`config.mk`:
```
export PLATFORM = sky130hd
export DESIGN_NAME = mono_last_note_priority_stack
export DESIGN_NICKNAME = d
export VERILOG_FILES = /design/src/hdl/mlnps_pkg.sv /design/src/hdl/mlnps_cell.sv /design/src/hdl/mono_last_note_priority_stack.sv
export SDC_FILE = /design/constraint.sdc
export NUM_CORES = 1
export LEC_CHECK = 0
export ABC_AREA = 1
export ABC_CLOCK_PERIOD_IN_PS = 4800
export BUFFER_PORTS_ARGS = -buffer_cell sky130_fd_sc_hd__buf_2
export CELL_PAD_IN_SITES_DETAIL_PLACEMENT = 2
export CELL_PAD_IN_SITES_GLOBAL_PLACEMENT = 2
export CORE_MARGIN = 1.5
export CORE_UTILIZATION = 39
export CTS_CLUSTER_SIZE = 14
export DETAILED_ROUTE_END_ITERATION = 12
export HOLD_SLACK_MARGIN = 0.03
export PLACE_DENSITY_LB_ADDON = 0.2
export SLEW_MARGIN = 5
export SYNTH_ARGS = -nofsm -noshare
export SYNTH_HDL_FRONTEND = slang
export SYNTH_HIERARCHICAL = 1
export SYNTH_SLANG_ARGS = --single-unit
```
`constraint.sdc`:
```
create_clock -name clk -period 4.8 [get_ports clk]
set_input_delay 0.48 -clock clk [delete_from_list [all_inputs] [get_ports clk]]
set_output_delay 0.48 -clock clk [all_outputs]
set_load 0.05 [all_outputs]
```
`src/hdl/mlnps_pkg.sv`:
```
// ----------------------------------------------------------------------------
// mlnps_pkg : shared types and constants for the note stack
// Opcodes, sequencer states and the structs passed between the top level
// and the stack cells.
// ----------------------------------------------------------------------------
package mlnps_pkg;

  localparam int STACK_DEPTH_DEF = 16;
  localparam int NOTE_W          = 7;
  localparam int VEL_W           = 7;
  localparam int TOTAL_W         = 5;

  localparam logic OP_NOTE_OFF = 1'b0;
  localparam logic OP_NOTE_ON  = 1'b1;

  typedef enum logic [1:0] {
    S_IDLE,
    S_EXEC,
    S_RESULT
  } state_t;

  // Command broadcast to every cell during the execute cycle
  typedef struct packed {
    logic              push;
    logic              remove;
    logic [NOTE_W-1:0] note;
    logic [VEL_W-1:0]  vel;
  } cell_cmd_t;

  // Contents of one cell, also handed to the lower neighbor
  typedef struct packed {
    logic              occ;
    logic [NOTE_W-1:0] note;
    logic [VEL_W-1:0]  vel;
  } cell_data_t;

endpackage

```
`src/hdl/mlnps_cell.sv`:
```
// ----------------------------------------------------------------------------
// mlnps_cell : one entry of the held-note stack
// Holds a note and velocity with an occupied flag. Loads the pushed note when
// it is the first free entry; on removal shifts in the upper neighbor once a
// match was found at or below it.
// ----------------------------------------------------------------------------
module mlnps_cell (
  input  logic                  clk,
  input  logic                  rst,
  input  mlnps_pkg::cell_cmd_t  cmd,
  input  logic                  prev_occ,
  input  mlnps_pkg::cell_data_t up,
  input  logic                  found_in,
  output mlnps_pkg::cell_data_t data,
  output logic                  found_out
);

  logic match;
  logic load_push;
  logic load_shift;

  assign match      = data.occ && (data.note == cmd.note);
  assign found_out  = found_in || match;
  assign load_push  = cmd.push && !data.occ && prev_occ;
  assign load_shift = cmd.remove && found_out;

  // payload has no reset, only entries with occ set are ever read
  always_ff @(posedge clk) begin
    if (rst) begin
      data.occ <= 1'b0;
    end else if (load_push) begin
      data.occ <= 1'b1;
    end else if (load_shift) begin
      data.occ <= up.occ;
    end
    if (load_push) begin
      data.note <= cmd.note;
      data.vel  <= cmd.vel;
    end else if (load_shift) begin
      data.note <= up.note;
      data.vel  <= up.vel;
    end
  end

endmodule

```
`src/hdl/mono_last_note_priority_stack.sv`:
```
// ----------------------------------------------------------------------------
// mono_last_note_priority_stack : last-note-priority note stack, one voice
// Chain of stack cells with a small sequencer and a registered result.
// ----------------------------------------------------------------------------
// Usage:
//   Slave channel (s_*) takes one note event per item: s_tuser is the opcode
//   (0 note off, 1 note on), s_tdata carries note and velocity.
//   Master channel (m_*) gives exactly one result per event: gate, sounding
//   note and velocity, slide, retrigger and the number of held notes.
//   Each item passes through an execute cycle, in which the cells push or
//   compare-and-shift, and a result cycle, in which the new top entry is
//   selected and the output register loaded; the result is registered.
//   The next item is accepted in that result cycle, so a new item is taken
//   only as the previous one leaves for the output register.
//   Reset (rst, synchronous, active high) empties the stack and drops
//   m_tvalid; no clearing pass is needed.
//   When the receiver stalls, the result holds in the output register and
//   the sequencer waits in its result cycle; s_tready stays low until the
//   output register is free.
// ----------------------------------------------------------------------------
module mono_last_note_priority_stack #(
  parameter int STACK_DEPTH = mlnps_pkg::STACK_DEPTH_DEF
) (
  input  logic        clk,
  input  logic        rst,
  // slave channel
  input  logic        s_tvalid,
  output logic        s_tready,
  input  logic [15:0] s_tdata,   // [6:0] note, [13:7] velocity, [15:14] zero
  input  logic        s_tuser,   // [0] opcode
  // master channel
  output logic        m_tvalid,
  input  logic        m_tready,
  output logic [23:0] m_tdata    // [0] gate, [7:1] sounding_note,
                                 // [14:8] sounding_velocity, [15] slide,
                                 // [16] retrigger, [21:17] held_total,
                                 // [23:22] zero
);

  localparam int CNT_W  = $clog2(STACK_DEPTH + 1);
  localparam int NOTE_W = mlnps_pkg::NOTE_W;
  localparam int VEL_W  = mlnps_pkg::VEL_W;

  mlnps_pkg::state_t state, state_next;

  // latched item
  logic              item_op;
  logic [NOTE_W-1:0] item_note;
  logic [VEL_W-1:0]  item_vel;
  logic              legato;

  logic [CNT_W-1:0]  count;
  logic [CNT_W-1:0]  count_next;

  mlnps_pkg::cell_cmd_t  cmd;
  mlnps_pkg::cell_data_t cells [STACK_DEPTH];
  logic [STACK_DEPTH:0]  found;
  logic [STACK_DEPTH-1:0] occ_vec;

  logic in_fire;
  logic out_free;
  logic load_out;

  logic              res_gate;
  logic [NOTE_W-1:0] res_note;
  logic [VEL_W-1:0]  res_vel;
  logic              res_slide;
  logic              res_retrig;
  logic [NOTE_W-1:0] top_note;
  logic [VEL_W-1:0]  top_vel;
  logic [CNT_W+4:0]  count_ext;

  assign out_free = !m_tvalid || m_tready;
  assign in_fire  = s_tvalid && s_tready;

  // --- cell chain ------------------------------------------------------------
  assign cmd.push   = (state == mlnps_pkg::S_EXEC) && (item_op == mlnps_pkg::OP_NOTE_ON);
  assign cmd.remove = (state == mlnps_pkg::S_EXEC) && (item_op == mlnps_pkg::OP_NOTE_OFF);
  assign cmd.note   = item_note;
  assign cmd.vel    = item_vel;
  assign found[0]   = 1'b0;

  for (genvar i = 0; i < STACK_DEPTH; i++) begin : g_cells
    logic                  prev_occ;
    mlnps_pkg::cell_data_t up;

    if (i == 0) begin : g_bottom
      assign prev_occ = 1'b1;
    end else begin : g_mid
      assign prev_occ = cells[i-1].occ;
    end

    if (i == STACK_DEPTH - 1) begin : g_topmost
      // nothing above the last entry: shift in an empty slot
      assign up.occ  = 1'b0;
      assign up.note = '0;
      assign up.vel  = '0;
    end else begin : g_below
      assign up = cells[i+1];
    end

    mlnps_cell u_cell (
      .clk       (clk),
      .rst       (rst),
      .cmd       (cmd),
      .prev_occ  (prev_occ),
      .up        (up),
      .found_in  (found[i]),
      .data      (cells[i]),
      .found_out (found[i+1])
    );

    assign occ_vec[i] = cells[i].occ;
  end

  // --- held count ------------------------------------------------------------
  always_comb begin
    count_next = count;
    if (cmd.push && (count < CNT_W'(STACK_DEPTH))) begin
      count_next = count + CNT_W'(1);
    end else if (cmd.remove && found[STACK_DEPTH]) begin
      count_next = count - CNT_W'(1);
    end
  end

  always_ff @(posedge clk) begin
    if (rst) begin
      count <= '0;
    end else begin
      count <= count_next;
    end
  end

  // --- sequencer -------------------------------------------------------------
  always_ff @(posedge clk) begin
    if (rst) begin
      state <= mlnps_pkg::S_IDLE;
    end else begin
      state <= state_next;
    end
  end

  always_comb begin
    state_next = state;
    s_tready   = 1'b0;
    load_out   = 1'b0;
    case (state)
      mlnps_pkg::S_IDLE: begin
        s_tready = 1'b1;
        if (s_tvalid) begin
          state_next = mlnps_pkg::S_EXEC;
        end
      end
      mlnps_pkg::S_EXEC: begin
        state_next = mlnps_pkg::S_RESULT;
      end
      mlnps_pkg::S_RESULT: begin
        // hold here while the output register is occupied
        if (out_free) begin
          load_out = 1'b1;
          s_tready = 1'b1;
          state_next = s_tvalid ? mlnps_pkg::S_EXEC : mlnps_pkg::S_IDLE;
        end
      end
      default: begin
        state_next = mlnps_pkg::S_IDLE;
      end
    endcase
  end

  // capture the item; legato is whether anything was held before the push
  always_ff @(posedge clk) begin
    if (in_fire) begin
      item_op   <= s_tuser;
      item_note <= s_tdata[6:0];
      item_vel  <= s_tdata[13:7];
    end
    if (state == mlnps_pkg::S_EXEC) begin
      legato <= (count != '0);
    end
  end

  // --- result ----------------------------------------------------------------
  // top entry: the occupied cell whose upper neighbor is free
  always_comb begin
    top_note = '0;
    top_vel  = '0;
    for (int i = 0; i < STACK_DEPTH; i++) begin
      if (cells[i].occ && ((i == STACK_DEPTH - 1) || !occ_vec[(i + 1) % STACK_DEPTH])) begin
        top_note = top_note | cells[i].note;
        top_vel  = top_vel  | cells[i].vel;
      end
    end
  end

  always_comb begin
    if (item_op == mlnps_pkg::OP_NOTE_ON) begin
      // note on always plays the new note
      res_gate   = 1'b1;
      res_note   = item_note;
      res_vel    = item_vel;
      res_slide  = legato;
      res_retrig = !legato;
    end else if (count == '0) begin
      // stack empty: release
      res_gate   = 1'b0;
      res_note   = '0;
      res_vel    = '0;
      res_slide  = 1'b0;
      res_retrig = 1'b0;
    end else begin
      // fall back to the most recent held note
      res_gate   = 1'b1;
      res_note   = top_note;
      res_vel    = top_vel;
      res_slide  = 1'b1;
      res_retrig = 1'b0;
    end
  end

  // held_total shows the count modulo 32
  assign count_ext = {5'b0, count};

  always_ff @(posedge clk) begin
    if (rst) begin
      m_tvalid <= 1'b0;
    end else if (load_out) begin
      m_tvalid <= 1'b1;
    end else if (m_tready) begin
      m_tvalid <= 1'b0;
    end
  end

  always_ff @(posedge clk) begin
    if (load_out) begin
      m_tdata <= {2'b00, count_ext[4:0], res_retrig, res_slide, res_vel, res_note, res_gate};
    end
  end

  // --- assertions --------------------------------------------------------------
  // held count agrees with the occupied cells
  a_count_occ: assert property (@(posedge clk) disable iff (rst)
    $countones(occ_vec) == int'(count))
    else $error("held count does not match occupied cells");

  // occupied cells form a contiguous run from the bottom
  a_occ_thermo: assert property (@(posedge clk) disable iff (rst)
    ((occ_vec >> 1) & ~occ_vec) == '0)
    else $error("gap in the note stack");

  // a released gate means the stack is empty
  a_gate_empty: assert property (@(posedge clk) disable iff (rst)
    (m_tvalid && !m_tdata[0]) |-> (m_tdata[21:17] == 5'd0))
    else $error("gate dropped with notes still held");

  // the output register is only loaded when free
  a_load_free: assert property (@(posedge clk) disable iff (rst)
    load_out |-> out_free)
    else $error("result overwrote a pending item");

endmodule

```
Yosys cells after proc, flatten, opt, wreduce, memory -nomap -nowiden

Index checks and enable logic that the tools add are counted.
W data, S select, Z words.

Flip-flop bits (word level): 286
Output and inout port bits: 26
Word-level logic and storage cells: 363

Add/sub/neg operators: 2
Order comparisons: 1
Equal/unequal tests: 20
Mux-type cells: 113
Bitwise logic cells: 31
Reductions and logical operators: 138

Operator list:

| operator              | number |
|---|---|
| $mux W14              | 32 |
| $mux W7               | 36 |
| $or A7 B7 Y7          | 30 |
| $eq A7 B7 Y1          | 16 |
| $logic_and A1 B1 Y1   | 82 |
| $mux W1               | 39 |
| $reduce_bool A2 Y1    | 18 |
| $logic_not A1 Y1      | 18 |
| $logic_or A1 B1 Y1    | 16 |
| $mux W5               | 2 |
| $pmux W2 S3           | 1 |
| $add A5 B1 Y5 const B | 1 |
| $logic_not A5 Y1      | 1 |
| $lt A5 B5 Y1 const B  | 1 |
| $reduce_bool A5 Y1    | 1 |
| $sub A5 B1 Y5 const B | 1 |
| $mux W2               | 2 |
| $ne A2 B2 Y1 const B  | 2 |
| $eq A2 B1 Y1 const B  | 1 |
| $eq A2 B2 Y1 const B  | 1 |
| $logic_not A2 Y1      | 1 |
| $pmux W1 S2           | 1 |
| $reduce_and A2 Y1     | 1 |
| $not A1 Y1            | 1 |

Logic depth before layout (Yosys ltp)

Gate-level depths: netlist (run 1).

Depth after elaboration: 35
Mapped depth: 43
Depth with buffers taken out: 43

Cells and area by module

Netlist (run 1), hierarchy kept.

Modules (own cells, without submodules):

| module                        | times used | cells an instance | area each (um^2) | seq. area each (um^2) |
|---|---|---|---|---|
| mlnps_cell                    | 16         | 93                | 820.8            | 440.4 |
| mono_last_note_priority_stack | 1          | 616               | 3903.7           | 1301.2 |

Worst setup path before layout (run 1)

Ideal clock, no wire load.

Path kind: reg-to-reg
Start point: register item_note[3]
End point: register g_cells[15].u_cell/data[0] (netlist bit), enable pin
Setup time: 0.361 ns
Data arrival time: 3.605 ns
Required time: 4.439 ns
Setup slack: 0.834 ns
Cell stages (with the launch flop): 41
Path buffers: 0
Clock period less this slack: 3.966 ns
Cell sequence: edfxtp_1 > inv_1 > nand2_1 > nand2_1 > inv_1 > nand2_1 > nor2_1 > nand2_1 > nand2_2 > inv_1 > nand2_2 > inv_1 > nand2_2 > inv_1 > nand2_2 > inv_1 > nand2_2 > inv_1 > (+5 left out) > inv_1 > nand2_2 > inv_1 > nand2_2 > inv_1 > nand2_2 > inv_1 > nand2_2 > inv_1 > nand2_2 > inv_1 > nand2_2 > inv_1 > nand2_2 > inv_1 > nand2_2 > nand2_2 > nand2_1

Longest elaborated chain between the ends: 19

Ends and longest elaborated chain:

| item                                | line                                 | source |
|---|---|---|
| start, declared                     | mono_last_note_priority_stack.sv:48  | `logic [NOTE_W-1:0] item_note;` |
| start signal, assigned              | mono_last_note_priority_stack.sv:175 | `item_note <= s_tdata[6:0];` |
| $eq A7 B7 Y1                        | mlnps_cell.sv:22                     | `assign match = data.occ && (data.note == cmd.note);` |
| $logic_and A1 B1 Y1                 | mlnps_cell.sv:22                     |  |
| named net found[1]                  | mono_last_note_priority_stack.sv:57  | `logic [STACK_DEPTH:0] found;` |
| $logic_or A1 B1 Y1                  | mlnps_cell.sv:23                     | `assign found_out = found_in \|\| match;` |
| named net found[2]                  | mono_last_note_priority_stack.sv:57  |  |
| $logic_or A1 B1 Y1                  | mlnps_cell.sv:23                     |  |
| named net found[3]                  | mono_last_note_priority_stack.sv:57  |  |
| $logic_or A1 B1 Y1                  | mlnps_cell.sv:23                     |  |
| named net found[4]                  | mono_last_note_priority_stack.sv:57  |  |
| (+1 left out)                       | n/a                                  |  |
| named net found[5]                  | mono_last_note_priority_stack.sv:57  |  |
| (+1 left out)                       | n/a                                  |  |
| named net found[6]                  | mono_last_note_priority_stack.sv:57  |  |
| (+1 left out)                       | n/a                                  |  |
| named net found[7]                  | mono_last_note_priority_stack.sv:57  |  |
| (+1 left out)                       | n/a                                  |  |
| named net found[8]                  | mono_last_note_priority_stack.sv:57  |  |
| (+1 left out)                       | n/a                                  |  |
| named net found[9]                  | mono_last_note_priority_stack.sv:57  |  |
| (+1 left out)                       | n/a                                  |  |
| named net found[10]                 | mono_last_note_priority_stack.sv:57  |  |
| (+1 left out)                       | n/a                                  |  |
| named net found[11]                 | mono_last_note_priority_stack.sv:57  |  |
| (+1 left out)                       | n/a                                  |  |
| named net found[12]                 | mono_last_note_priority_stack.sv:57  |  |
| (+1 left out)                       | n/a                                  |  |
| named net found[13]                 | mono_last_note_priority_stack.sv:57  |  |
| $logic_or A1 B1 Y1                  | mlnps_cell.sv:23                     |  |
| named net found[14]                 | mono_last_note_priority_stack.sv:57  |  |
| $logic_or A1 B1 Y1                  | mlnps_cell.sv:23                     |  |
| named net found[15]                 | mono_last_note_priority_stack.sv:57  |  |
| $logic_or A1 B1 Y1                  | mlnps_cell.sv:23                     |  |
| named net found[16]                 | mono_last_note_priority_stack.sv:57  |  |
| $logic_and A1 B1 Y1                 | mlnps_cell.sv:25                     | `assign load_shift = cmd.remove && found_out;` |
| $reduce_bool A2 Y1 (no source line) | n/a                                  |  |
| end, declared                       | mlnps_cell.sv:14                     | `output mlnps_pkg::cell_data_t data,` |

The timed path passes the listed nets, and every way through them passes these cells.
A chain may end at the register's enable or synchronous reset.

Final worst setup path (run 1)

Start point: register item_note[1]
End point: register g_cells[15].u_cell/data[5] (netlist bit), enable pin

Longest elaborated chain between the ends: 19

Ends and longest elaborated chain:

| item                                  | line |
|---|---|
| $eq A7 B7 Y1                          | mlnps_cell.sv:22 |
| $logic_and A1 B1 Y1                   | mlnps_cell.sv:22 |
| $logic_or A1 B1 Y1 *                  | mlnps_cell.sv:23 |
| named net found[2]                    | mono_last_note_priority_stack.sv:57 |
| $logic_or A1 B1 Y1 *                  | mlnps_cell.sv:23 |
| named net found[3]                    | mono_last_note_priority_stack.sv:57 |
| $logic_or A1 B1 Y1 *                  | mlnps_cell.sv:23 |
| named net found[4]                    | mono_last_note_priority_stack.sv:57 |
| (+1 left out)                         | n/a |
| named net found[5]                    | mono_last_note_priority_stack.sv:57 |
| (+1 left out)                         | n/a |
| named net found[6]                    | mono_last_note_priority_stack.sv:57 |
| (+1 left out)                         | n/a |
| named net found[7]                    | mono_last_note_priority_stack.sv:57 |
| (+1 left out)                         | n/a |
| named net found[8]                    | mono_last_note_priority_stack.sv:57 |
| (+1 left out)                         | n/a |
| named net found[9]                    | mono_last_note_priority_stack.sv:57 |
| (+1 left out)                         | n/a |
| named net found[10]                   | mono_last_note_priority_stack.sv:57 |
| (+1 left out)                         | n/a |
| named net found[11]                   | mono_last_note_priority_stack.sv:57 |
| (+1 left out)                         | n/a |
| named net found[12]                   | mono_last_note_priority_stack.sv:57 |
| (+1 left out)                         | n/a |
| named net found[13]                   | mono_last_note_priority_stack.sv:57 |
| $logic_or A1 B1 Y1 *                  | mlnps_cell.sv:23 |
| named net found[14]                   | mono_last_note_priority_stack.sv:57 |
| $logic_or A1 B1 Y1 *                  | mlnps_cell.sv:23 |
| named net found[15]                   | mono_last_note_priority_stack.sv:57 |
| $logic_or A1 B1 Y1 *                  | mlnps_cell.sv:23 |
| named net found[16]                   | mono_last_note_priority_stack.sv:57 |
| $logic_and A1 B1 Y1 *                 | mlnps_cell.sv:25 |
| $reduce_bool A2 Y1 (no source line) * | n/a |

The timed path passes the listed nets; every way through them passes the cells marked *.

==> flow_metrics.py, run 1 <==
metrics = {
    "status": {
        "status": "complete, no violations",
    },
    "floorplan": {
        "num_rows": 76,
        "fp.dieH_um": 212.0,
        "initial_core_util_pct": 39.55,
        "io_pins": 47,
        "die-area_sq_um": 44950,
        "core_sq_um": 43080,
        "die_x_um": 212.0,
    },
    "synth": {
        "ys_warn_count": 6,
        "synth_compound_area_share_pct": 4.083,
        "syn-instance-count": 2104,
        "synth_top_family_by_area": "simple AND/OR/NAND/NOR gates",
        "synth_area_sq_um": 17040,
        "synth_cell_types": 28,
        "synthXorXnorAreaFrac_pct": 0.1028,
        "ys_seq_elements": 286,
        "synth_mux_area_share_pct": 7.403,
        "synth-simple-area-share_pct": 28.26,
        "yosys.area_share.adder_pct": 0.3378,
        "synth_area_per_cell_sq_um": 8.097,
        "seq_area_frac_synth_pct": 49.00,
    },
    "setup_path": {
        "crit_top_cell": "nand2_2",
        "arrival_ns": 4.62,
        "critPathKind": "reg2reg",
        "r2r_slack_ns": 0.42,
        "end_kind": "flop",
        "slowest_delay_ns": 0.47,
        "startpoint_type": "flop",
        "slowest_stage": "edfxtp_1",
        "cp_max_fo": 18,
        "crit_required_ns": 5.04,
    },
    "global_route": {
        "grt_max_degree": 33,
        "grt_pass1_vias": 16100,
        "antenna_found_initial": 3,
        "grt_overflow": 0,
        "grt_use_total_pct": 30.59,
        "grt_pass1_wl_um": 100900,
    },
    "power_and_ir_drop": {
        "p_leak_nw": 9.073,
        "power_mw": 5.899,
        "vdd_drop_max_mv": 0.2079,
        "p_per_area_nw_per_um2": 311.9,
    },
    "detailed_routing": {
        "ant_nets": 0,
        "via_per_inst": 5.429,
        "vias": 15109,
        "drt_wl_total_um": 67990,
        "drc": 0,
        "wire_per_inst_um": 24.43,
        "drt_iter0_drc": 1052,
        "drtPass1Iterations": 7,
    },
    "run": {
        "maxCapViolations": 0,
    },
    "layout": {
        "nets": 2197,
        "diodes": 0,
        "syn_to_final_growth_pct": 11.02,
        "final_cell_count_no_fill": 2783,
        "fin_util_pct": 43.91,
        "n_fill_cell": 4933,
        "drive_above_1_share_pct": 15.42,
        "design_area_sq_um": 18910,
    },
    "hold_path": {
        "hp-class": "in2reg",
    },
    "sta": {
        "setup_viol": 0,
        "clock.fmax_mhz": 228.4,
        "hold_viol_final": 0,
        "worst_pin_slew_ns": 1.029,
        "period_share_pct": 91.20,
        "rsz0062_at_grt": "no",
        "slew-limit-headroom_pct": 31.39,
        "tns_ns": 0,
        "post-route-min-period_ns": 4.378,
        "finClkSkew_ns": 0.02292,
        "final-max-slew-violation-count": 0,
    },
    "clocking": {
        "clock_latency_ns": 0.56,
        "clk_pin_slew_worst_paths_ns": 0.06,
        "cts_buffers": 36,
        "cts_num_sinks": 286,
        "cts_buffer_depth": 3,
        "clockRootBuffer": "clkbuf_16",
        "h-tree-depth": 2,
        "cts_setup_buffers": 0,
        "cts_hold_buf": 0,
        "cts_tree": "yes",
    },
    "placement": {
        "place_area_sq_um": 17810,
        "hpwl_um": 48900,
        "dp.cells": 2719,
        "place_congestion": 0.8929,
        "port_buffers": 42,
    },
}
[sequential cells by signal, indices dropped and copies added (netlist names)]
name                 cells
item_op                  1
item_vel                 7
g_cells.u_cell/data    240
legato                   1
count                    5
m_tvalid                 1
state                    2
m_tdata                 22
item_note                7
[worst paths after layout]
check        cells past startpoint                    endpoint          from
min reg2reg                      0                 m_tdata[21]      count[4]
min                              1                 item_vel[4]   s_tdata[11]
max reg2reg                     38  g_cells[15].u_cell/data[5]  item_note[1]
max                             38  g_cells[15].u_cell/data[5]  item_note[1]
[what timing repair did]
action	in CTS	in global routing
hold endpoints to repair	0	0
setup endpoints to repair	0	14
gates resized for setup	0	1
[kinds of logic (layout without fill, tap and decap cells)]
kind of cell,count (synthesis),count (layout)
XOR/XNOR,2,2
buffers and inverters,413,490
multiplexers,112,112
AO/OA/AOI/OAI,138,138
other,2,19
flip-flops,286,286
AND/OR/NAND/NOR,1147,1147
adder cells (fa/ha/maj),4,4
[final cells by class]
type                            instances  area (sq um)  share of cell area (%)
Sequential cell                       286          8348                   44.14
Multi-Input combinational cell       1422          6933                   36.65
Inverter                              344          1291                   6.827
Clock buffer                           48         977.2                   5.166
Tap cell                              585         732.0                   3.870
Timing Repair Buffer                   82         510.5                   2.699
Clock inverter                         16         122.6                  0.6483
[per-layer routing]
metal  global-route usage [%]  vias up  part of all wire, %
li1                         -     6869                    -
met1                    38.90     7636                   42
met2                    51.72      447                   48
met3                    3.486      155                  4.8
met4                    15.00        2                  5.0
met5                        0        -                0.019
[cell usage in the layout (no fill, tap or decap)]
cell,netlist,final
inv_2,43,43
mux2_2,112,112
clkinv_2,0,8
nor3_2,0,1
clkinv_1,0,6
nor2_4,0,1
o21a_1,1,1
xnor2_1,2,2
buf_2,21,42
clkbuf_16,0,37
ha_1,3,3
o21ai_1,13,13
clkbuf_1,17,10
edfxtp_1,262,262
conb_1,2,19
a21oi_1,8,8
nand2_2,33,34
nor2_2,1,1
nand3_1,253,253
clkbuf_8,0,1
o21ai_0,115,115
inv_1,301,301
nand3_2,17,17
fa_1,1,1
nand2_1,710,709
nor2_1,132,131
dfxtp_1,24,24
bufinv_16,0,2
buf_4,4,40
a211oi_1,1,1
[Yosys cell counts (all sizes together)]
cell / number / area share (%)
ha: 3 / 0.22
fa: 1 / 0.12
inv: 344 / 7.6
xnor2: 2 / 0.10
conb: 2 / 0.044
edfxtp: 262 / 46
clkbuf: 19 / 0.43
nor2: 133 / 2.9
a211oi: 1 / 0.044
nand2: 743 / 17
nor3: 1 / 0.029
mux2: 112 / 7.4
o21a: 1 / 0.044
o21ai: 128 / 3.8
a21oi: 8 / 0.24
dfxtp: 24 / 2.8
buf: 50 / 2.8
nand3: 270 / 8.4
[report_power, final]
group	switching, mW	internal, mW
registers	0.0748	2.76
clock network	1.13	1.53
logic	0.290	0.106
[stage by stage]
stage               hold slack (ns)  worst slack, ns
floorplan                    0.4082           0.8337
global placement             0.4266           0.6193
detailed placement           0.4281           0.4415
CTS                         0.09479           0.3163
global route                 0.1117          0.03947
finish                       0.1143           0.4224
[worst max-delay path, delay by kind of cell (launching register included)]
family	cells	cell delay [ns]
simple gates	21	2.03
flops	1	0.47
buf+inv	17	1.55
Note: power is estimated with default switching activity, not from simulation.
==> inputs of run 2 (changes only) <==
--- a/config.mk
+++ b/config.mk
@@ -5,15 +5,14 @@
 export SDC_FILE = /design/constraint.sdc
 export NUM_CORES = 1
 export LEC_CHECK = 0
-export ABC_AREA = 1
 export ABC_CLOCK_PERIOD_IN_PS = 4800
-export BUFFER_PORTS_ARGS = -buffer_cell sky130_fd_sc_hd__buf_2
 export CELL_PAD_IN_SITES_DETAIL_PLACEMENT = 2
 export CELL_PAD_IN_SITES_GLOBAL_PLACEMENT = 2
 export CORE_MARGIN = 1.5
-export CORE_UTILIZATION = 39
+export CORE_UTILIZATION = 40
 export CTS_CLUSTER_SIZE = 14
 export DETAILED_ROUTE_END_ITERATION = 12
+export DONT_BUFFER_PORTS = 1
 export HOLD_SLACK_MARGIN = 0.03
 export PLACE_DENSITY_LB_ADDON = 0.2
 export SLEW_MARGIN = 5
==> run 2 against run 1 <==
  * The flow now finishes with violations (negative setup slack)
  * Final cell count decreased by 38%
  * Count of clock-buffer cells in the layout grew 3
  * Flip-flop and latch count unchanged
  * Sequential share of layout area rose by 1.7 points
  * Critical path depth shrank 15
  * First-iteration DRC count fell by 34%
  * Final area down 3.8%
  * Sequential power about the same
  * Critical path type unchanged
==> flow_metrics.py, run 2 <==
metrics = {
    "setup_path": {
        "cp_max_fo": 6,
        "crit_start": "g_cells[0].u_cell/data[8]",
        "crit_required_ns": 5.26,
        "path_cells": "xor2_2, nor2_2, a41o_1, a41o_1, a41o_1, a41o_1, a41o_1, a41o_1, a41o_1, a41o_1, a41o_1, a41o_1, a41o_1, a41o_1, a41o_1, a41o_1, a41o_1, a41o_1, nand2b_1, a21oi_4, nand2_1, xnor2_1, nor2_1",
        "slowest_stage": "edfxtp_1",
        "r2r_slack_ns": -0.38,
        "crit_top_cell": "a41o_1",
        "arrival_ns": 5.64,
        "end_kind": "flop",
        "regToRegStartpoint": "g_cells[0].u_cell/data[8]",
        "critPathKind": "reg2reg",
        "r2r_end": "count[4]",
        "reg2regPathDepth": 23,
        "startpoint_type": "flop",
        "slowest_delay_ns": 0.45,
    },
    "placement": {
        "place_area_sq_um": 16490,
        "hpwl_um": 35570,
        "dp_slack_ns": -0.3622,
        "place_congestion": 0.8084,
        "port_buffers": 0,
    },
    "synth": {
        "synth_top_area_share_pct": 50.97,
        "async_flop_share_pct": 0,
        "yosysMostFrequentCell": "edfxtp_1",
        "seq_area_frac_synth_pct": 54.09,
        "synth_common_cells": "edfxtp_1, mux2_2, a22oi_1",
        "ys_warn_count": 6,
        "synthTopCellsByArea": "edfxtp_1, mux2_2, a22oi_1, xor2_1, mux2_1",
        "synth_area_per_cell_sq_um": 14.71,
        "synth_cell_types": 41,
        "synth_ff_type": "edfxtp_1",
        "syn-instance-count": 1049,
        "synth_top_area_cell": "edfxtp_1",
        "synth_area_sq_um": 15430,
        "ys_seq_elements": 286,
        "synth_edf_count": 262,
    },
    "global_route": {
        "grt_overflow": 0,
        "antenna_found_initial": 9,
        "grt_pass1_vias": 10935,
        "grt_max_degree": 31,
        "grt_pass1_wl_um": 75760,
        "grt_use_total_pct": 26.77,
    },
    "power_and_ir_drop": {
        "p_seq_share_pct": 48.2,
        "vdd_drop_max_mv": 0.2991,
        "p_sw_share_pct": 24.45,
        "p_int_mw": 4.459,
        "power_mw": 5.903,
        "p_per_area_nw_per_um2": 324.4,
        "pwr-share-comb_pct": 6.8,
        "p_leak_nw": 6.942,
        "p_clk_share_pct": 45.0,
        "power_switching_mw": 1.443,
    },
    "clocking": {
        "clockRootBuffer": "clkbuf_16",
        "clock_latency_ns": 0.57,
        "clk_pin_slew_worst_paths_ns": 0.06,
        "cts_num_sinks": 286,
        "h-tree-depth": 2,
        "cts_buffer_depth": 3,
        "cts_tree": "yes",
        "cts_buffers": 36,
    },
    "hold_path": {
        "hp-class": "in2reg",
        "min_to": "count[2]",
        "hp-start": "rst",
        "whs_path_depth": 2,
    },
    "sta": {
        "rsz0062_at_grt": "yes",
        "fin_ws_ns": -0.3795,
        "slew-limit-headroom_pct": 28.66,
        "setup_viol": 35,
        "hold_viol_final": 0,
        "finClkSkew_ns": 0.03357,
        "clock.fmax_mhz": 193.1,
        "holdWs_ns": 0.1886,
        "post-route-min-period_ns": 5.180,
        "period_share_pct": 107.9,
        "final-max-slew-violation-count": 0,
        "worst_pin_slew_ns": 1.070,
        "tns_ns": -9.018,
    },
    "floorplan": {
        "die-area_sq_um": 39770,
        "io_pins": 47,
        "num_rows": 71,
        "fp.dieH_um": 199.4,
        "die_x_um": 199.4,
        "initial_core_util_pct": 40.79,
        "core_sq_um": 37840,
    },
    "layout": {
        "design_area_sq_um": 18200,
        "multi_input_area_sq_um": 7092,
        "drive_above_1_share_pct": 34.74,
        "nets": 1210,
        "seqCellArea_sq_um": 8348,
        "layout_commonest_cell": "edfxtp_1",
        "final_cell_mix": "edfxtp_1, mux2_2, a22oi_1",
        "syn_to_final_growth_pct": 17.88,
        "largest_reg_flops": 240,
        "regMostFlops": "g_cells.u_cell/data",
        "reg.largest.list": "g_cells.u_cell/data (240), m_tdata (22)",
        "n_fill_cell": 3610,
    },
    "detailed_routing": {
        "drc": 0,
        "wire_per_inst_um": 30.04,
        "drt_iter0_drc": 692,
        "via_per_inst": 5.813,
        "drt_wl_total_um": 51920,
        "drtPass1Iterations": 5,
        "vias": 10044,
        "ant_nets": 0,
    },
    "run": {
        "maxCapViolations": 0,
    },
    "status": {
        "violations": "negative setup slack",
        "status": "finished, violations left",
    },
}
-- run 2: cell count changes after synthesis, moves of 96 or more --
| cell | previous run | this run |
|---|---|---|
| xor2_1 | 0 | 96 |
| a22oi_1 | 0 | 112 |
| nand3_1 | 253 | 0 |
| nor2_1 | 132 | 24 |
| inv_1 | 301 | 0 |
| o21ai_0 | 115 | 0 |
| nand2_1 | 710 | 46 |
-- run 2: repair_timing --
action / in CTS / in global routing
setup buffers: 14 / 11
endpoints found under the hold margin: 39 / 0
setup endpoints to repair: 49 / 78
hold buffers: 25 / 0
resized for setup: 13 / 7
gates cloned: 3 / 0
pin swaps: 11 / 15
-- run 2: final cells by class --
class / instances / area share [%]
clock buffers: 51 / 5.591
clock inverters: 14 / 0.6533
diodes: 5 / 0.06877
inverters: 1 / 0.02063
multi-input cells: 745 / 38.98
flip-flops and latches: 286 / 45.88
well taps: 511 / 3.514
repair buffers: 115 / 5.295
-- run 2: how the worst max path moves through the flow --
stage / end / slack (ns) / cells after the start
6_report: count[4] / -0.38 / 23
2_1_floorplan: count[4] / -0.47 / 23
4_1_cts: g_cells[15].u_cell/data[10] / -0.35 / 20
3_3_place_gp: count[4] / -0.21 / 23
3_5_place_dp: count[4] / -0.36 / 23
5_1_grt: count[4] / -0.56 / 23
-- run 2: worst max-delay path, delay by kind of cell (launching register included) --
| family | cells | cell delay (ns) |
|---|---|---|
| AND/OR/NAND/NOR | 4 | 0.35 |
| AO/OA/AOI/OAI | 17 | 3.90 |
| XOR/XNOR | 2 | 0.37 |
| flip-flops | 1 | 0.45 |
-- run 2: power by group through the flow --
stage / combinational (mW) / sequential [mW] / clock, mW
global placement: 0.344 / 2.89 / 0
finish: 0.404 / 2.84 / 2.66
floorplan: 0.212 / 2.89 / 0
CTS: 0.396 / 2.84 / 2.70
detailed placement: 0.358 / 2.89 / 0
global route: 0.431 / 2.85 / 2.78
-- run 2: metal layers --
layer | global-route usage [%] | wire length, um | vias to the layer above
li1 | - | - | 4431
met1 | 35.40 | 22310 | 5282
met2 | 44.21 | 25210 | 250
met3 | 5.705 | 3251 | 79
met4 | 7.769 | 1132 | 2
met5 | 0 | 13 | -
-- run 2: kinds of logic after synthesis --
group           synth area share (%)
fa+ha+maj                     0.3729
simple gates                   10.13
compound gates                 9.606
buf+inv                        1.662
mux                            17.51
xor+xnor                       6.582
other cells                  0.04866
flops                          54.09
-- run 2: through the flow --
step                instances  util (%)
CTS                      1714     47.77
floorplan                1067         -
global placement         1609     43.57
finish                   1728     48.08
detailed placement       1609     43.57
global route             1723     48.05
